File: src/cfc_pkg.sv
// ----------------------------------------------------------------------------
// cfc_pkg
// Types and constants shared by the chunk frustum cull unit and its submodules.
// ----------------------------------------------------------------------------
`default_nettype none

package cfc_pkg;

    // Field widths
    localparam int SLOT_W     = 3;
    localparam int COORD_W    = 16;
    localparam int NORM_W     = 16;
    localparam int OFS_W      = 48;
    localparam int WIDTH_W    = 9;
    localparam int HEIGHT_W   = 11;
    localparam int DEPTH_W    = 9;
    localparam int CFG_IDX_W  = 2;
    localparam int CFG_DATA_W = 11;

    // Arithmetic widths: box bounds, axis products and the plane sum
    localparam int BND_W  = 27;
    localparam int PROD_W = 43;
    localparam int SUM_W  = 50;

    // Register reset values
    localparam logic [WIDTH_W-1:0]  WIDTH_RESET  = 9'd16;
    localparam logic [HEIGHT_W-1:0] HEIGHT_RESET = 11'd256;
    localparam logic [DEPTH_W-1:0]  DEPTH_RESET  = 9'd16;

    // Register indexes
    localparam logic [CFG_IDX_W-1:0] CFG_CHUNK_WIDTH  = 2'd0;
    localparam logic [CFG_IDX_W-1:0] CFG_CHUNK_HEIGHT = 2'd1;
    localparam logic [CFG_IDX_W-1:0] CFG_CHUNK_DEPTH  = 2'd2;

    // Request and result codes
    localparam logic REQ_LOAD      = 1'b0;
    localparam logic REQ_TEST      = 1'b1;
    localparam logic KIND_LOAD_ACK = 1'b0;
    localparam logic KIND_TEST     = 1'b1;

    typedef struct packed {
        logic                     req_type;
        logic [SLOT_W-1:0]        plane_slot;
        logic signed [NORM_W-1:0] normal_x;
        logic signed [NORM_W-1:0] normal_y;
        logic signed [NORM_W-1:0] normal_z;
        logic signed [OFS_W-1:0]  plane_offset;
        logic signed [COORD_W-1:0] chunk_x;
        logic signed [COORD_W-1:0] chunk_z;
    } cfc_req_t;

    typedef struct packed {
        logic result_kind;
        logic visible;
    } cfc_result_t;

    // One plane read out of the store, with its pipeline tags
    typedef struct packed {
        logic                     valid;
        logic                     last;
        logic signed [NORM_W-1:0] normal_x;
        logic signed [NORM_W-1:0] normal_y;
        logic signed [NORM_W-1:0] normal_z;
        logic signed [OFS_W-1:0]  plane_offset;
    } cfc_plane_t;

    // Chunk box in voxel units; y runs from zero to height
    typedef struct packed {
        logic signed [BND_W-1:0] x0;
        logic signed [BND_W-1:0] x1;
        logic signed [BND_W-1:0] z0;
        logic signed [BND_W-1:0] z1;
        logic signed [BND_W-1:0] height;
    } cfc_box_t;

    // Per-plane verdict leaving the evaluator
    typedef struct packed {
        logic valid;
        logic last;
        logic cull;
    } cfc_eval_t;

    typedef enum logic [1:0] {
        ST_IDLE,
        ST_BOUNDS,
        ST_SWEEP,
        ST_DRAIN
    } cfc_state_t;

endpackage

`default_nettype wire

File: src/cfc_plane_mem.sv
// ----------------------------------------------------------------------------
// cfc_plane_mem
// Plane store: normals and offsets, one write port, one registered read port.
// ----------------------------------------------------------------------------
`default_nettype none

module cfc_plane_mem #(
    parameter int PLANE_COUNT = 6,
    parameter int IDX_W       = 3
) (
    input  wire logic                         clk,
    input  wire logic                         rst_n,
    input  wire logic                         wr_en,
    input  wire logic [IDX_W-1:0]             wr_addr,
    input  wire logic [3*cfc_pkg::NORM_W-1:0] wr_normal,
    input  wire logic [cfc_pkg::OFS_W-1:0]    wr_offset,
    input  wire logic                         rd_en,
    input  wire logic [IDX_W-1:0]             rd_addr,
    input  wire logic                         rd_last,
    output cfc_pkg::cfc_plane_t               rd_plane
);
    import cfc_pkg::*;

    logic [3*NORM_W-1:0] normal_mem [PLANE_COUNT];
    logic [OFS_W-1:0]    offset_mem [PLANE_COUNT];
    logic                entry_valid_reg [PLANE_COUNT];

    logic [3*NORM_W-1:0] rd_normal_reg;
    logic [OFS_W-1:0]    rd_offset_reg;
    logic                rd_hit_reg;
    logic                rd_valid_reg;
    logic                rd_last_reg;

    // Storage and registered read data
    always_ff @(posedge clk)
    begin
        if (wr_en)
        begin
            normal_mem[wr_addr] <= wr_normal;
            offset_mem[wr_addr] <= wr_offset;
        end
        if (rd_en)
        begin
            rd_normal_reg <= normal_mem[rd_addr];
            rd_offset_reg <= offset_mem[rd_addr];
        end
    end

    // Entries read as zero until first written
    always_ff @(posedge clk or negedge rst_n)
    begin
        if (!rst_n)
        begin
            for (int i = 0; i < PLANE_COUNT; i++)
            begin
                entry_valid_reg[i] <= 1'b0;
            end
            rd_hit_reg   <= 1'b0;
            rd_valid_reg <= 1'b0;
            rd_last_reg  <= 1'b0;
        end
        else
        begin
            if (wr_en)
            begin
                entry_valid_reg[wr_addr] <= 1'b1;
            end
            rd_valid_reg <= rd_en;
            rd_last_reg  <= rd_en & rd_last;
            if (rd_en)
            begin
                rd_hit_reg <= entry_valid_reg[rd_addr];
            end
        end
    end

    always_comb
    begin
        rd_plane.valid        = rd_valid_reg;
        rd_plane.last         = rd_last_reg;
        rd_plane.normal_x     = rd_hit_reg ? rd_normal_reg[NORM_W-1:0] : '0;
        rd_plane.normal_y     = rd_hit_reg ? rd_normal_reg[2*NORM_W-1:NORM_W] : '0;
        rd_plane.normal_z     = rd_hit_reg ? rd_normal_reg[3*NORM_W-1:2*NORM_W] : '0;
        rd_plane.plane_offset = rd_hit_reg ? rd_offset_reg : '0;
    end

endmodule

`default_nettype wire

File: config.mk
export PLATFORM = sky130hd
export DESIGN_NAME = cfc_plane_mem
export DESIGN_NICKNAME = d
export VERILOG_FILES = /design/src/cfc_pkg.sv /design/src/cfc_plane_mem.sv
export SDC_FILE = /design/constraint.sdc
export NUM_CORES = 1
export LEC_CHECK = 0
export CORE_MARGIN = 2
export CORE_UTILIZATION = 29
export CTS_CLUSTER_DIAMETER = 100
export DETAILED_ROUTE_END_ITERATION = 10
export DONT_BUFFER_PORTS = 1
export SETUP_SLACK_MARGIN = 0.2
export SYNTH_ARGS = -nofsm -noshare
export SYNTH_HDL_FRONTEND = slang
export SYNTH_SLANG_ARGS = --single-unit
export TNS_END_PERCENT = 50
File: constraint.sdc
create_clock -name clk -period 3.44 [get_ports clk]
set_input_delay 0.344 -clock clk [delete_from_list [all_inputs] [get_ports clk]]
set_output_delay 0.344 -clock clk [all_outputs]
set_load 0.005 [all_outputs]
After elaboration in Yosys (flattened, before gate mapping)
Memory sizes are Yosys's and may differ from the RTL's. A register that Yosys moved wholly into a read port is not among the register bits.
Index checks and enable logic that the tools add are counted.
Word-level totals
  register bits after elaboration: 9
  bits in latches: 0
  RAM bits: 576
  ROM bits: 0
  output and inout bits: 98
  word-level logic and storage cells: 30
  memories kept: 2
Memory list
  normal_mem: depth 6, width 48, rd ports 1, clocked after memory_dff 1, wr ports 1, line cfc_plane_mem.sv:24  | logic [3*NORM_W-1:0] normal_mem [PLANE_COUNT];
  offset_mem: depth 6, width 48, rd ports 1, clocked after memory_dff 1, wr ports 1, line cfc_plane_mem.sv:25  | logic [OFS_W-1:0] offset_mem [PLANE_COUNT];
Operators by class
  add/sub/neg operators: 0
  $mul: 0
  divide/modulo/power cells: 0
  order comparisons: 3
  equality and inequality tests: 0
  shift operators: 0
  multiplexer cells: 11
  bitwise logic cells: 4
  reductions and logical operators: 1
Operator list (count)
  $mux W16: 3
  $mux W48: 1
  $ge A4 B4 Y1 const B: 2
  $not A3 Y4: 2
  $or A6 B6 Y6: 1
  $mux W1: 5
  $lt A4 B1 Y1 const B: 1
  $bmux W1 S3: 1
  $demux W1 S3: 1
  $and A1 B1 Y1: 1
  $logic_and A1 B1 Y1: 1

Depth between registers and ports, before layout
Gate-level depths: netlist (run 1).
  depth after elaboration: 6
  depth in mapped cells: 6
  gate-level depth less buffers: 3

Worst setup path before layout (run 1)
No wires, ideal clock.
  path type: input-to-reg
  from: input wr_addr[1]
  to: register entry_valid_reg[1] in the netlist's numbering
  arrival time: 8222 ps
  data required time: 3331 ps
  slack: -4891 ps
  cell stages on the path: 3
  path buffers: 0
  cell sequence: nand2b_1 -> nor3b_1 -> or2_2
On the way
  longest elaborated chain between the ends: 6
Ends and longest elaborated chain
  from (decl): line cfc_plane_mem.sv:14  | input wire logic [IDX_W-1:0] wr_addr,
  $not A3 Y4 (not written as such) (*): line cfc_plane_mem.sv:66  | entry_valid_reg[wr_addr] <= 1'b1;
  $ge A4 B4 Y1 (not written as such) / $lt A4 B1 Y1 (equally long branches): line cfc_plane_mem.sv:66
  $logic_and A1 B1 Y1 (not written as such): line cfc_plane_mem.sv:66
  $mux W1 (not written as such): line cfc_plane_mem.sv:66
  $demux W1 S3 (*): line cfc_plane_mem.sv:66
  $or A6 B6 Y6 (no source line) (*)
  to (signal, indexed assignment): line cfc_plane_mem.sv:56  | entry_valid_reg[i] <= 1'b0;
  to (signal, indexed assignment): line cfc_plane_mem.sv:66
  to (decl): line cfc_plane_mem.sv:26  | logic entry_valid_reg [PLANE_COUNT];
Mark *: on every way between the ends. The rest lies on a longest branch, timed or not.
A chain may end at the register's enable or synchronous reset.

==> results of run 1 <==
cells by family after synthesis:
logic type / Yosys count
flops: 681
simple gates: 211
mux: 194
compound gates: 97
buf+inv: 67
worst max path at each step:
stage                     from           endpoint  cells after the start
CTS                 rd_hit_reg       rd_plane[69]                      1
global placement    wr_addr[1]  offset_mem[4][31]                      3
detailed placement  wr_addr[1]  offset_mem[4][31]                      3
floorplan           wr_addr[2]   normal_mem[3][0]                      2
global route        rd_hit_reg       rd_plane[69]                      1
finish              rd_hit_reg       rd_plane[85]                      1
what timing repair did:
item	in CTS	in global routing
hold endpoints to repair	778	0
setup buffers	0	0
hold buffers	112	0
metrics by stage:
stage / hold slack, ns / area, um2 / total power, mW
floorplan: 0.0484 / 25600 / 10.3
global placement: 0.0488 / 26900 / 10.4
detailed placement: 0.0490 / 26900 / 10.4
CTS: 0.00110 / 30400 / 18.4
global route: 0.0230 / 30400 / 18.8
finish: 0.0412 / 30400 / 18.1
synthesized netlist by cell type (3+ instances only):
library cell  count
nand2b_1          3
and2_1           97
buf_4            11
mux4_2           97
nor2_1           99
mux2i_1          96
clkbuf_1         33
or2_2             6
buf_2            12
edfxtp_1        672
dfrtp_1           9
buf_12            7
a21oi_1          96
metal layers:
layer / up-vias / track usage (%) / routed length [um]
met3: 80 / 2.60 / 2760
met4: 10 / 3.79 / 995
met5: - / 0 / 63
li1: 5258 / - / -
met2: 280 / 20.5 / 27000
met1: 6095 / 15.6 / 23700
power by group through the flow:
stage	Combinational (mW)	Sequential (mW)	Clock, mW
finish	0.858	9.60	7.62
global route	0.947	9.64	8.20
CTS	0.884	9.61	7.89
global placement	0.596	9.76	0
detailed placement	0.600	9.79	0
floorplan	0.626	9.70	0
cell type report:
class                           instances  area, um2
Multi-Input combinational cell        502       4780
Sequential cell                       681      20400
Clock inverter                         44        379
Tap cell                             1155       1450
Clock buffer                           89       1970
Fill cell                            8111      56600
Timing Repair Buffer                  130       1410
Antenna cell                            1       2.50
==> impl_metrics.csv, run 1 <==
group,metric,value,unit
outcome,status,"complete, no violations",
synth,synthXorXnorAreaFrac,0,%
layout,drive_gt1_share,16.2,%
die,initial_core_util,29.4,%
synth,syn_area,0.0256,mm2
sta,finalCriticalPeriod,2.32,ns
sta,rsz0062_at_grt,"false",
cts,cts_root_buf,"clkbuf_16",
critical_path,cp_max_fo,97,
synth,ys_warn_count,0,
synth,synth_cells,1250,
routing,drt_iter0_markers,744,
cts,cts_made_buffers,75,
critical_path,slowest_delay,1.03,ns
critical_path,cp_num_buf_inv,0,
global_routing,grt_usage,12.1,%
critical_path,worst_setup_path_end_kind,"primary output",
cts,clk_pin_slew,0.06,ns
layout,fin_util,34.9,%
cts,h-tree-depth,3,
critical_path,critPathArrivalTime,1.97,ns
global_routing,grt_overflow,0,
die,die_area,0.0905,mm2
routing,wl_per_cell,20.9,um
synth,synth_top_area_share,79.0,%
synth,yosysSeqAreaShare,79.8,%
power,p_int,14.3,mW
routing,drt-vias-per-instance,4.51,
synth,syn_avg_cell_area,20.4,um2
sta,tightestPinTransition,1.14,ns
sta,max_freq,0.432,GHz
synth,synth_fa_ha_area_share,0,%
routing,num_vias,11723,
cts,clkLatencyLatePin,0.62,ns
power,power_density,595,mW/mm2
cts,clk_path_buf_depth,3,
synth,synth.top_cells.by_area,"edfxtp_1 79%, mux4_2 8.5%, mux2i_1 3.8%",
synth,synthMuxAreaShare,12.4,%
die,die_h,301,um
flow_run,cap_violations,0,
sta,relSlewSlack,24.2,%
cts,clock_sinks,681,
power,pwr-share-clk,42.2,%
placement,dpl.cell_count,2356,
sta,clock_skew,0.0209,ns
synth,synth_nets,1357,
sta,setup_slack,1.12,ns
critical_path,worstPathRequired,3.10,ns
hold_path,hold_class,"in -> reg",
cts,cts_resized,0,
sta,finalCritPeriodShare,67.3,%
synth,yosysTopAreaCell,"edfxtp_1",
power,switching_power,3.77,mW
placement,dp_hpwl,26.1,mm
critical_path,r2r_cells,5,
power,seq_power_share,53.1,%
critical_path,startpoint_type,"register",
synth,synth-edff-count,672,
global_routing,grt_pass1_wl,81.6,mm
critical_path,r2r-start,"entry_valid_reg[2]",
placement,post-place-ws,1.22,ns
sta,drv_slew,0,
die,die_x,301,um
routing,wirelength,54.5,mm
power,p_sw_share,20.8,%
sta,hold_viol_final,0,
global_routing,grt_max_degree,195,
critical_path,cp_top_family,"flip-flops",
power,p_comb_share,4.7,%
power,cellLeakagePower,9.80,nW
layout,reg_top3,"normal_mem: 288 flops, offset_mem: 288 flops",
layout,area.growth.synth_to_final,18.9,%
sta,setup-violations-final,0,
critical_path,r2r_slack,1.40,ns
synth,synth.distinct_cells,22,
placement,numPortBuffers,0,
hold_path,hold_end,"rd_offset_reg[38]",
synth,synth_simple_gate_area_share,4.20,%
routing,first_pass_iters,5,
cts,cts_tree,"yes",
routing,ant_nets,0,
global_routing,antenna_found_initial,7,
critical_path,crit_slowest_cell,"dfrtp_4",
synth,synth_compound_area_share,1.90,%
critical_path,worstSetupPathType,"reg -> out",
layout,final_cells,2602,
hold_path,whs_path_depth,2,
routing,route.detailed.drc,0,
critical_path,worstPathCellList,"and2_1",
synth,synth_top_family_by_area,"multiplexers",
power,ir_drop,0.000331,V
placement,finalWeightedCongestion,0.679,
layout,layout_common_cells,"672 x edfxtp_1, 109 x dlygate4sd3_1, 97 x mux4_2, 97 x nor2_1, 97 x and2_1",
layout,final_common_cell,"edfxtp_1",
layout,fin_nets,1497,
synth,async_flop_share,1.32,%
global_routing,grt_pass1_vias,12991,
sta,setup-tns-final,0,ns
synth,synthFlopType,"edfxtp_1",
synth,ys_ff_latch,681,
die,fp-row-count,108,
hold_path,min-delay-start,"rd_addr[2]",
die,num_io_pins,205,
critical_path,r2r-end,"rd_hit_reg",
die,coreArea,0.0870,mm2
No activity file was read; power rests on OpenSTA's default activity.
==> run 2, diff against run 1 <==
==> constraint.sdc (replaced) <==
create_clock -name clk -period 2.1 [get_ports clk]
set_input_delay 0.21 -clock clk [delete_from_list [all_inputs] [get_ports clk]]
set_output_delay 0.21 -clock clk [all_outputs]
set_load 0.005 [all_outputs]
==> run 2 against run 1 <==
The run now ends with negative hold slack left. Clock power increased by 71%. Clock-buffer cell count increased by 7. Wire length increased by 4.3%. Final cell count increased by 2.5%. Global-route usage increased by 0.52 points. Utilization increased by 0.87 points. Via count increased by 2.8%. Worst setup slack got worse by 0.88 ns. Combinational power increased by 86%. First-iteration DRC count decreased by 14%. Sequential cell count unchanged. Critical endpoint is now rd_normal_reg[27].
==> impl_metrics.csv, run 2 (same netlist as run 1, synthesis figures left out) <==
group,metric,value,unit
sta,setup-violations-final,0,
routing,drt_iter0_markers,638,
routing,wl_per_cell,21.3,um
outcome,violations,"negative hold slack",
power,pwr-share-clk,43.0,%
placement,numPortBuffers,0,
power,cellLeakagePower,10.1,nW
routing,wirelength,56.8,mm
power,p_int,24.0,mW
placement,dp_hpwl,28.1,mm
critical_path,worstSetupPathType,"reg -> reg",
layout,layout_common_cells,"672 x edfxtp_1, 160 x dlygate4sd3_1, 97 x mux4_2, 97 x and2_1",
die,coreArea,0.0870,mm2
sta,relSlewSlack,32.3,%
routing,drt-met1-wl,24.3,mm
placement,place_area,0.0270,mm2
power,p_sw_share,20.6,%
global_routing,grt_pass1_vias,12894,
layout,fin_nets,1554,
cts,cts_made_buffers,75,
power,power_density,973,mW/mm2
cts,cts_tree,"yes",
routing,drt-vias-per-instance,4.52,
routing,dr_wl_met2,28.3,mm
die,die_area,0.0905,mm2
cts,cts_root_buf,"clkbuf_16",
critical_path,startpoint_type,"register",
routing,top_layer_used,"met5",
sta,hold_viol_final,98,
die,initial_core_util,29.4,%
critical_path,worst_setup_path_end_kind,"register",
sta,whs,-0.331,ns
layout,final_common_cell,"edfxtp_1",
sta,finalCriticalPeriod,1.85,ns
cts,clk_pin_slew,0.06,ns
placement,post-place-ws,0.472,ns
routing,route.met3.wl,3.11,mm
sta,tightestPinTransition,1.01,ns
global_routing,antenna_found_initial,9,
sta,max_freq,0.540,GHz
critical_path,worstPathRequired,2.45,ns
layout,reg_top3,"normal_mem: 288 flops, offset_mem: 288 flops",
cts,clkLatencyLatePin,0.60,ns
sta,rsz0062_at_grt,"true",
layout,seqCellArea,0.0204,mm2
die,die_x,301,um
die,num_io_pins,205,
sta,setup-tns-final,0,ns
power,switching_power,6.25,mW
layout,drive_gt1_share,16.8,%
routing,first_pass_iters,4,
global_routing,grt_max_degree,165,
layout,fin_util,35.8,%
cts,h-tree-depth,3,
layout,final.fill_count,8094,
cts,clk_path_buf_depth,3,
layout,area.growth.synth_to_final,21.9,%
power,ir_drop,0.000631,V
flow_run,cap_violations,0,
layout,finalInstanceArea,0.0312,mm2
die,die_h,301,um
routing,route.detailed.drc,0,
sta,setup_slack,0.248,ns
critical_path,cp_max_fo,1,
critical_path,critPathArrivalTime,2.20,ns
sta,drv_slew,0,
sta,clock_skew,0.0146,ns
hold_path,hold_class,"in -> reg",
placement,finalWeightedCongestion,0.692,
global_routing,grt_overflow,0,
layout,multiInputGateArea,0.00481,mm2
power,seq_power_share,51.7,%
placement,dpl.cell_count,2361,
power,p_comb_share,5.3,%
die,fp-row-count,108,
sta,finalCritPeriodShare,88.2,%
routing,num_vias,12049,
layout,final_cells,2667,
routing,ant_nets,0,
outcome,status,"finished with violations",
global_routing,grt_pass1_wl,84.4,mm
global_routing,grt_usage,12.7,%
cts,clock_sinks,681,
## run 2: layout make-up
type	count	area share, %
antenna	5	0.0402
clock buffer	96	6.48
clock inverter	41	1.41
multi-input combinational	502	15.4
sequential	681	65.5
tap	1155	4.64
timing repair buffer	187	6.49
## run 2: critical path, cell delays in order (launching register included)
cell and delay [ns]:
edfxtp_1 0.36, mux4_2 0.51, nor2_4 0.11, a21oi_1 0.05
dlygate4sd3_1 0.56
## run 2: power groups by stage
stage | Combinational (mW) | Sequential (mW) | Clock [mW]
finish | 1.60 | 15.7 | 13.0
global route | 1.76 | 15.7 | 14.0
CTS | 1.64 | 15.7 | 13.4
detailed placement | 1.08 | 16.0 | 0
global placement | 1.06 | 16.0 | 0
floorplan | 1.03 | 15.9 | 0
## run 2: per-stage QoR
stage / hold WS (ns) / power (mW)
3_5_place_dp: -0.0852 / 17.1
6_report: -0.331 / 30.3
3_3_place_gp: -0.0852 / 17.0
4_1_cts: -0.379 / 30.7
2_1_floorplan: -0.0856 / 16.9
5_1_grt: -0.376 / 31.4
## run 2: final timing paths
check,slack [ns],cells after the start,end,start
max,0.25,4,rd_normal_reg[27],normal_mem[3][27]
min in group asynchronous,0.64,2,entry_valid_reg[2],rst_n
min,-0.33,0,rd_valid_reg,rd_en
max in group asynchronous,1.06,2,rd_hit_reg,rst_n
min reg2reg,0.47,1,entry_valid_reg[1],entry_valid_reg[1]
max reg2reg,0.25,4,rd_normal_reg[27],normal_mem[3][27]
## run 2: layer usage
metal / global-route usage (%) / up-vias
met1: 16.1 / 6312
met3: 2.77 / 78
met4: 3.59 / 6
li1: - / 5368
met2: 21.7 / 285
met5: 0 / -
## run 2: what timing repair did
action                                  in CTS  in global routing
resized for setup                            0                  4
hold buffers                               162                  1
endpoints found under the setup margin      70                  4
buffers inserted                             2                  0
endpoints found under the hold margin      794                 99
