## src/cfc_pkg.sv

```systemverilog
// ----------------------------------------------------------------------------
// cfc_pkg
// Types and constants shared by the chunk frustum cull unit and its submodules.
// ----------------------------------------------------------------------------
`default_nettype none

package cfc_pkg;

    // Field widths
    localparam int SLOT_W     = 3;
    localparam int COORD_W    = 16;
    localparam int NORM_W     = 16;
    localparam int OFS_W      = 48;
    localparam int WIDTH_W    = 9;
    localparam int HEIGHT_W   = 11;
    localparam int DEPTH_W    = 9;
    localparam int CFG_IDX_W  = 2;
    localparam int CFG_DATA_W = 11;

    // Arithmetic widths: box bounds, axis products and the plane sum
    localparam int BND_W  = 27;
    localparam int PROD_W = 43;
    localparam int SUM_W  = 50;

    // Register reset values
    localparam logic [WIDTH_W-1:0]  WIDTH_RESET  = 9'd16;
    localparam logic [HEIGHT_W-1:0] HEIGHT_RESET = 11'd256;
    localparam logic [DEPTH_W-1:0]  DEPTH_RESET  = 9'd16;

    // Register indexes
    localparam logic [CFG_IDX_W-1:0] CFG_CHUNK_WIDTH  = 2'd0;
    localparam logic [CFG_IDX_W-1:0] CFG_CHUNK_HEIGHT = 2'd1;
    localparam logic [CFG_IDX_W-1:0] CFG_CHUNK_DEPTH  = 2'd2;

    // Request and result codes
    localparam logic REQ_LOAD      = 1'b0;
    localparam logic REQ_TEST      = 1'b1;
    localparam logic KIND_LOAD_ACK = 1'b0;
    localparam logic KIND_TEST     = 1'b1;

    typedef struct packed {
        logic                     req_type;
        logic [SLOT_W-1:0]        plane_slot;
        logic signed [NORM_W-1:0] normal_x;
        logic signed [NORM_W-1:0] normal_y;
        logic signed [NORM_W-1:0] normal_z;
        logic signed [OFS_W-1:0]  plane_offset;
        logic signed [COORD_W-1:0] chunk_x;
        logic signed [COORD_W-1:0] chunk_z;
    } cfc_req_t;

    typedef struct packed {
        logic result_kind;
        logic visible;
    } cfc_result_t;

    // One plane read out of the store, with its pipeline tags
    typedef struct packed {
        logic                     valid;
        logic                     last;
        logic signed [NORM_W-1:0] normal_x;
        logic signed [NORM_W-1:0] normal_y;
        logic signed [NORM_W-1:0] normal_z;
        logic signed [OFS_W-1:0]  plane_offset;
    } cfc_plane_t;

    // Chunk box in voxel units; y runs from zero to height
    typedef struct packed {
        logic signed [BND_W-1:0] x0;
        logic signed [BND_W-1:0] x1;
        logic signed [BND_W-1:0] z0;
        logic signed [BND_W-1:0] z1;
        logic signed [BND_W-1:0] height;
    } cfc_box_t;

    // Per-plane verdict leaving the evaluator
    typedef struct packed {
        logic valid;
        logic last;
        logic cull;
    } cfc_eval_t;

    typedef enum logic [1:0] {
        ST_IDLE,
        ST_BOUNDS,
        ST_SWEEP,
        ST_DRAIN
    } cfc_state_t;

endpackage

`default_nettype wire

```

## src/cfc_plane_eval.sv

```systemverilog
// ----------------------------------------------------------------------------
// cfc_plane_eval
// Plane evaluator: positive vertex, three axis products, then sum and sign.
// ----------------------------------------------------------------------------
`default_nettype none

module cfc_plane_eval (
    input  wire logic                clk,
    input  wire logic                rst_n,
    input  wire cfc_pkg::cfc_plane_t plane,
    input  wire cfc_pkg::cfc_box_t   box,
    output cfc_pkg::cfc_eval_t       verdict
);
    import cfc_pkg::*;

    logic signed [BND_W-1:0]  bx;
    logic signed [BND_W-1:0]  by;
    logic signed [BND_W-1:0]  bz;
    logic signed [PROD_W-1:0] px_next;
    logic signed [PROD_W-1:0] py_next;
    logic signed [PROD_W-1:0] pz_next;
    logic signed [PROD_W-1:0] px_reg;
    logic signed [PROD_W-1:0] py_reg;
    logic signed [PROD_W-1:0] pz_reg;
    logic signed [OFS_W-1:0]  ofs_reg;
    logic                     p_valid_reg;
    logic                     p_last_reg;
    logic signed [SUM_W-1:0]  sum;
    logic                     cull_reg;
    logic                     v_valid_reg;
    logic                     v_last_reg;

    // Positive vertex: box maximum where the normal is non-negative
    always_comb
    begin
        bx = plane.normal_x[NORM_W-1] ? box.x0 : box.x1;
        by = plane.normal_y[NORM_W-1] ? '0 : box.height;
        bz = plane.normal_z[NORM_W-1] ? box.z0 : box.z1;
        px_next = PROD_W'(plane.normal_x) * PROD_W'(bx);
        py_next = PROD_W'(plane.normal_y) * PROD_W'(by);
        pz_next = PROD_W'(plane.normal_z) * PROD_W'(bz);
    end

    always_comb
    begin
        sum = SUM_W'(px_reg) + SUM_W'(py_reg) + SUM_W'(pz_reg) + SUM_W'(ofs_reg);
    end

    always_ff @(posedge clk)
    begin
        px_reg   <= px_next;
        py_reg   <= py_next;
        pz_reg   <= pz_next;
        ofs_reg  <= plane.plane_offset;
        cull_reg <= sum[SUM_W-1];
    end

    always_ff @(posedge clk or negedge rst_n)
    begin
        if (!rst_n)
        begin
            p_valid_reg <= 1'b0;
            p_last_reg  <= 1'b0;
            v_valid_reg <= 1'b0;
            v_last_reg  <= 1'b0;
        end
        else
        begin
            p_valid_reg <= plane.valid;
            p_last_reg  <= plane.valid & plane.last;
            v_valid_reg <= p_valid_reg;
            v_last_reg  <= p_valid_reg & p_last_reg;
        end
    end

    always_comb
    begin
        verdict.valid = v_valid_reg;
        verdict.last  = v_last_reg;
        verdict.cull  = cull_reg;
    end

endmodule

`default_nettype wire

```

## config.mk

```make
export PLATFORM = sky130hd
export DESIGN_NAME = cfc_plane_eval
export DESIGN_NICKNAME = d
export VERILOG_FILES = /design/src/cfc_pkg.sv /design/src/cfc_plane_eval.sv
export SDC_FILE = /design/constraint.sdc
export NUM_CORES = 2
export LEC_CHECK = 0
export BUFFER_PORTS_ARGS = -buffer_cell sky130_fd_sc_hd__buf_2
export CELL_PAD_IN_SITES_DETAIL_PLACEMENT = 2
export CELL_PAD_IN_SITES_GLOBAL_PLACEMENT = 2
export CORE_MARGIN = 3
export CORE_UTILIZATION = 42
export CTS_CLUSTER_SIZE = 8
export DETAILED_ROUTE_END_ITERATION = 6
export HOLD_SLACK_MARGIN = 0.15
export PLACE_DENSITY_LB_ADDON = 0.25
export SYNTH_ARGS = -nofsm -noshare
export SYNTH_HDL_FRONTEND = slang
export SYNTH_SLANG_ARGS = --single-unit
```

## constraint.sdc

```tcl
create_clock -name clk -period 3.54 [get_ports clk]
set_input_delay 0.354 -clock clk [delete_from_list [all_inputs] [get_ports clk]]
set_output_delay 0.354 -clock clk [all_outputs]
set_load 0.03 [all_outputs]
```

==> results of run 1 <==
==> logic make-up after synthesis <==
| kind of cell | synth area share |
|---|---|
| simple gates | 0.142 |
| buf+inv | 0.119 |
| xor+xnor | 0.0221 |
| fa+ha+maj | 0.588 |
| compound gates | 0.0482 |
| flops | 0.0689 |
| mux | 0.0118 |
==> cell usage after synthesis, types with 3 or more instances <==
cell type                   number
sky130_fd_sc_hd__a2111oi_0       4
sky130_fd_sc_hd__a211o_1         5
sky130_fd_sc_hd__a211oi_1       21
sky130_fd_sc_hd__a21boi_0        3
sky130_fd_sc_hd__a21o_1         70
sky130_fd_sc_hd__a21oi_1       127
sky130_fd_sc_hd__a31o_2          4
sky130_fd_sc_hd__a31oi_1        12
sky130_fd_sc_hd__a41o_1          3
sky130_fd_sc_hd__a41oi_1         3
sky130_fd_sc_hd__and2_1        508
sky130_fd_sc_hd__and3_1         13
sky130_fd_sc_hd__and4_1          4
sky130_fd_sc_hd__buf_1          19
sky130_fd_sc_hd__buf_4           3
sky130_fd_sc_hd__clkbuf_1      233
sky130_fd_sc_hd__dfrtp_1         4
sky130_fd_sc_hd__dfxtp_1       178
sky130_fd_sc_hd__fa_1         1338
sky130_fd_sc_hd__ha_1          358
sky130_fd_sc_hd__inv_1        1418
sky130_fd_sc_hd__mux2_2         52
sky130_fd_sc_hd__mux2i_1         4
sky130_fd_sc_hd__nand2_1       750
sky130_fd_sc_hd__nand2b_1       29
sky130_fd_sc_hd__nand3_1        25
sky130_fd_sc_hd__nand4_1        22
sky130_fd_sc_hd__nor2_1         97
sky130_fd_sc_hd__nor2b_1        62
sky130_fd_sc_hd__nor3_1         19
sky130_fd_sc_hd__nor4_1          5
sky130_fd_sc_hd__o211ai_1        8
sky130_fd_sc_hd__o21a_1         16
sky130_fd_sc_hd__o21ai_0        63
sky130_fd_sc_hd__o21bai_1       14
sky130_fd_sc_hd__o221ai_1        3
sky130_fd_sc_hd__o31ai_1         8
sky130_fd_sc_hd__or3_1           6
sky130_fd_sc_hd__xnor2_1       101
sky130_fd_sc_hd__xor2_1         33
==> stage by stage <==
stage | util | instance area, µm² | worst slack, ps
after floorplan | - | 55700 | -2840
after global placement | 0.510 | 63500 | -3360
after detailed placement | 0.510 | 63500 | -3880
==> impl_table.tex, run 1 <==
\begin{tabular}{lr}
\hline
Metric & Value \\
\hline
\multicolumn{2}{l}{\textbf{Floorplan}} \\
\quad Die outline height & 362 µm \\
\quad Effective utilization at floorplan & 0.426 \\
\quad Horiz. Die Dim & 362 µm \\
\quad I/O pin cnt & 238 \\
\quad Number of cell rows & 129 \\
\multicolumn{2}{l}{\textbf{Clock network}} \\
\quad CTS root buffer & sky130\_fd\_sc\_hd\_\_clkbuf\_16 \\
\quad Post-cts resize count & 795 \\
\quad H-tree level count & 4 \\
\quad Number of buffers added to fix hold violations after cts & 51 \\
\quad Setup Buffers After CTS & 248 \\
\quad Clk sinks & 182 \\
\quad Number of buffers added by the clock tree synthesis step & 17 \\
\quad Maximum clock insertion buffer count & 2 \\
\multicolumn{2}{l}{\textbf{Yosys}} \\
\quad Cells taking the most area after synthesis & sky130\_fd\_sc\_hd\_\_fa\_1 (50\%), sky130\_fd\_sc\_hd\_\_inv\_1 (10\%), sky130\_fd\_sc\_hd\_\_ha\_1 (8.4\%) \\
\quad Sequential cell area fraction in the yosys report & 0.0689 \\
\quad Net count after synthesis & 7,614 \\
\quad Mean Syn Cell Area & 9.35 µm² \\
\quad Count of synthesis-stage warnings from yosys & 0 \\
\quad Area fraction of the dominant cell type after synthesis & 0.504 \\
\quad Top FF cell, synth & sky130\_fd\_sc\_hd\_\_dfxtp\_1 \\
\quad Post-Synthesis Cells & 5,683 \\
\quad Mapped cell area & 0.0531 mm² \\
\quad Synth area leader & sky130\_fd\_sc\_hd\_\_fa\_1 \\
\quad EDFF count, synth & 0 \\
\quad Async SR Flop Fraction & 0.0220 \\
\quad Register bit total from synthesis & 182 \\
\quad Count of distinct cell types in the synthesized netlist & 72 \\
\multicolumn{2}{l}{\textbf{Placement}} \\
\quad Gp weighted congestion & 0.908 \\
\quad Number of port buffers & 237 \\
\quad Dpl cells & 8,117 \\
\quad Placed wire-length estimate & 207 mm \\
\multicolumn{2}{l}{\textbf{Run status}} \\
\quad First reported error & [ERROR DPL-0033] detailed placement checks failed during check placement. \\
\quad Result of the run & did not finish \\
\quad Last flow stage reached & clock tree synthesis (4\_1\_cts) \\
\hline
\end{tabular}
==> run 2, diff against run 1 <==
==> config.mk (replaced) <==
export PLATFORM = sky130hd
export DESIGN_NAME = cfc_plane_eval
export DESIGN_NICKNAME = d
export VERILOG_FILES = /design/src/cfc_pkg.sv /design/src/cfc_plane_eval.sv
export SDC_FILE = /design/constraint.sdc
export NUM_CORES = 2
export LEC_CHECK = 0
export BUFFER_PORTS_ARGS = -buffer_cell sky130_fd_sc_hd__buf_2
export CORE_MARGIN = 3
export CORE_UTILIZATION = 30
export DETAILED_ROUTE_END_ITERATION = 6
export PLACE_DENSITY_LB_ADDON = 0.15
export SYNTH_ARGS = -nofsm -noshare
export SYNTH_HDL_FRONTEND = slang
export SYNTH_SLANG_ARGS = --single-unit
==> run 2 against run 1 <==
- the flow now finishes, with violations (negative setup slack)
- synthesized cell count stayed put
- area after synthesis stayed put
==> impl_table.tex, run 2 <==
\begin{tabular}{lr}
\hline
Metric & Value \\
\hline
\multicolumn{2}{l}{\textbf{STA}} \\
\quad Setup slack after layout & -2610 ps \\
\quad Number of pins with negative max-slew slack in the final report & 0 \\
\quad Slew at the pin closest to its max-slew limit & 534 ps \\
\quad Achievable Freq & 163 MHz \\
\quad Minimum period implied by the final worst setup slack & 6150 ps \\
\quad Final period utilization & 1.74 \\
\quad Final setup vio count & 113 \\
\quad Unrepaired setup endpoints after global routing & yes \\
\quad Worst setup skew after layout & 16.3 ps \\
\quad Endpoints failing hold & 0 \\
\quad Tightest slew margin relative to the limit & 0.642 \\
\multicolumn{2}{l}{\textbf{Setup path}} \\
\quad Crit-path cells & buf\_12 > buf\_12 > mux2\_4 > and2\_4 > fa\_1 > inv\_2 > fa\_1 > fa\_1 > inv\_2 > fa\_1 > fa\_1 > inv\_2 > fa\_1 > inv\_2 > ha\_4 > a2111oi\_4 > o21ai\_2 > a221oi\_2 > o21ai\_1 > a211oi\_2 > or3\_4 > o211a\_4 > mux2i\_4 > a2111oi\_4 \\
\quad Worst reg-to-reg path cell count & 13 \\
\quad Largest stage delay on the critical path & 560 ps \\
\quad Highest-delay cell along the critical path & sky130\_fd\_sc\_hd\_\_fa\_1 \\
\quad Element type at the critical path end & register \\
\quad CP required & 3920 ps \\
\quad Startpoint kind of the worst setup timing path & input pin \\
\quad Cell repeated most along the worst path & sky130\_fd\_sc\_hd\_\_fa\_1 \\
\quad Highest fanout seen on the critical path & 5 \\
\quad Critical path type & input pin to register \\
\quad Arrival time at the worst endpoint & 6530 ps \\
\multicolumn{2}{l}{\textbf{GRT}} \\
\quad Met2 demand-to-capacity share in global routing & 0.313 \\
\quad Global Route met1 Usage & 0.239 \\
\quad Sum of overflow across all layers after global routing & 0 \\
\quad First-pass GRT wire length & 253 mm \\
\quad Via count of the first global-routing pass & 44.9k \\
\quad Met3 usage in global routing & 0.0137 \\
\quad Number of antenna violations at the first check in global routing & 15 \\
\quad Pin count of the biggest net entering global routing & 24 \\
\quad Most used routing layer in global routing & met2 \\
\quad GRT Total Usage & 0.179 \\
\multicolumn{2}{l}{\textbf{Yosys}} \\
\quad Sequential cell area fraction in the yosys report & 0.0689 \\
\quad Register bit total from synthesis & 182 \\
\quad Mean Syn Cell Area & 9.35 µm² \\
\quad Most instantiated cells after synthesis & sky130\_fd\_sc\_hd\_\_inv\_1 (1,418), sky130\_fd\_sc\_hd\_\_fa\_1 (1,338), sky130\_fd\_sc\_hd\_\_nand2\_1 (750) \\
\quad Net count after synthesis & 7,614 \\
\quad Cells taking the most area after synthesis & sky130\_fd\_sc\_hd\_\_fa\_1 (50\%), sky130\_fd\_sc\_hd\_\_inv\_1 (10\%), sky130\_fd\_sc\_hd\_\_ha\_1 (8.4\%) \\
\quad Area fraction of the dominant cell type after synthesis & 0.504 \\
\quad EDFF count, synth & 0 \\
\quad Top FF cell, synth & sky130\_fd\_sc\_hd\_\_dfxtp\_1 \\
\quad Count of synthesis-stage warnings from yosys & 0 \\
\quad Async SR Flop Fraction & 0.0220 \\
\quad Mapped cell area & 0.0531 mm² \\
\quad Dominant cell by count in the synthesized netlist & sky130\_fd\_sc\_hd\_\_inv\_1 \\
\quad Count of distinct cell types in the synthesized netlist & 72 \\
\quad Synth area leader & sky130\_fd\_sc\_hd\_\_fa\_1 \\
\quad Post-Synthesis Cells & 5,683 \\
\multicolumn{2}{l}{\textbf{Drt}} \\
\quad Ratio of routed vias to standard cells & 4.38 \\
\quad Violation count after the first detailed-routing iteration & 1,567 \\
\quad Via count & 39.6k \\
\quad Detailed Routing Iterations Pass 1 & 5 \\
\quad DRC Markers & 0 \\
\quad Average wire per cell in the routed design & 17.3 µm \\
\quad ANT nets after route & 0 \\
\quad Wirelength, routed & 157 mm \\
\multicolumn{2}{l}{\textbf{Floorplan}} \\
\quad Placeable Area & 0.175 mm² \\
\quad Die outline height & 427 µm \\
\quad Horiz. Die Dim & 427 µm \\
\quad Die outline area & 0.182 mm² \\
\quad Effective utilization at floorplan & 0.304 \\
\quad Number of cell rows & 153 \\
\quad I/O pin cnt & 238 \\
\multicolumn{2}{l}{\textbf{Final layout}} \\
\quad Number of nets at the end of the flow & 8,638 \\
\quad Number of cells in the finished layout apart from fillers & 9,049 \\
\quad Area added between synthesis and finish & 31.7\% \\
\quad Filler cell count & 17.6k \\
\quad Share of post-route cells with drive strength above 1 & 0.300 \\
\quad Leading cell type in the layout, fill and taps excluded & sky130\_fd\_sc\_hd\_\_inv\_1 \\
\quad Commonest cells after routing, fill and taps aside & sky130\_fd\_sc\_hd\_\_inv\_1 (1,333), sky130\_fd\_sc\_hd\_\_fa\_1 (1,264), sky130\_fd\_sc\_hd\_\_buf\_4 (791), sky130\_fd\_sc\_hd\_\_nand2\_1 (680), sky130\_fd\_sc\_hd\_\_and2\_1 (427) \\
\quad Flip-flop count of the largest register after layout & 48 \\
\multicolumn{2}{l}{\textbf{Job}} \\
\quad Count of max-cap constraint violations & 0 \\
\multicolumn{2}{l}{\textbf{Placement}} \\
\quad Gp weighted congestion & 0.838 \\
\quad Dpl cells & 8,810 \\
\quad Number of port buffers & 237 \\
\quad Placed wire-length estimate & 139 mm \\
\multicolumn{2}{l}{\textbf{Hold path}} \\
\quad Class of the tightest hold or removal check & input pin to register \\
\quad Hold Path Depth & 1 \\
\multicolumn{2}{l}{\textbf{Clock network}} \\
\quad Number of buffers added by the clock tree synthesis step & 17 \\
\quad TritonCTS clock tree & yes \\
\quad H-tree level count & 4 \\
\quad CTS root buffer & sky130\_fd\_sc\_hd\_\_clkbuf\_16 \\
\quad Clk sinks & 182 \\
\quad Clock network latency to the later pin of the worst-skew pair & 480 ps \\
\quad Clock transition at the register clock pins on the worst setup and hold paths after CTS & 90 ps \\
\quad Maximum clock insertion buffer count & 2 \\
\multicolumn{2}{l}{\textbf{Run status}} \\
\quad Result of the run & finished, violations left \\
\quad Violations in the final reports & negative setup slack \\
\hline
\end{tabular}
-- run 2: cell families (layout without fill, tap and decap cells) --
| kind of cell | Yosys count | count (layout) | synth area share |
|---|---|---|---|
| AOI/OAI and AO/OA | 391 | 391 | 0.0482 |
| xor gates and xnor gates | 134 | 134 | 0.0221 |
| buffers and inverters | 1675 | 2708 | 0.119 |
| muxes | 56 | 60 | 0.0118 |
| and+or+nand+nor | 1549 | 1549 | 0.142 |
| other | 0 | 4 | 0 |
| adders and majority gates | 1696 | 1696 | 0.588 |
| DFF | 182 | 182 | 0.0689 |
-- run 2: what timing repair did --
action                                  CTS  global route
gates resized for setup                 514           231
pin swaps                               341           283
endpoints found under the hold margin    14             0
hold buffers                             11             0
gates cloned                             10             2
endpoints found under the setup margin  115           114
setup buffers                           149            82
-- run 2: worst max-delay path, delay by kind of cell --
| kind | cells | cell delay [ps] |
|---|---|---|
| fa+ha+maj | 7 | 3330 |
| mux | 2 | 430 |
| simple gates | 2 | 340 |
| compound gates | 7 | 1650 |
| buf+inv | 6 | 420 |
-- run 2: metal layers --
metal  wire, µm  up-vias  part of all wire
li1           -    18600                 -
met1      69200    20400              0.44
met2      79500      493              0.51
met3       3650      130             0.023
met4       4590        2             0.029
met5          9        -          0.000057
-- run 2: cell type report --
| cell class | instances | area [µm²] | share of cell area |
|---|---|---|---|
| inverter | 1418 | 5320 | 0.0760 |
| clock buffer | 17 | 425 | 0.00608 |
| antenna | 4 | 10.0 | 0.000143 |
| timing repair buffer | 1258 | 10300 | 0.148 |
| tap | 2325 | 2910 | 0.0416 |
| sequential | 182 | 3670 | 0.0524 |
| clock inverter | 15 | 223 | 0.00318 |
| multi-input combinational | 3830 | 47100 | 0.673 |
-- run 2: final timing paths --
check,start,to,slack (ps)
max in group asynchronous,rst_n,v_valid_reg$_DFF_PN0_,3210
worst min-delay path,plane[42],ofs_reg[42]$_DFF_P_,60
worst min register to register,p_valid_reg$_DFF_PN0_,v_valid_reg$_DFF_PN0_,370
worst max register to register,px_reg[42]$_DFF_P_,cull_reg$_DFF_P_,180
worst max-delay path,plane[63],pz_reg[42]$_DFF_P_,-2610
min in group asynchronous,rst_n,v_last_reg$_DFF_PN0_,220
-- run 2: metrics by stage --
step	TNS [ps]	instance area, µm²	setup WS [ps]	hold WS [ps]	utilization
CTS	-219860	68700	-2750	48.7	0.393
finish	-224080	70000	-2610	56.5	0.400
detailed placement	-292940	64500	-3400	165	0.369
global placement	-292060	64500	-3430	156	0.369
floorplan	-217890	55700	-2840	58.4	-
global route	-242530	70000	-2800	22.0	0.400
Power of run 2 is left out: the tool's default activity adds up to more than one toggle a clock period on the data nets, which glitch-free logic cannot reach.
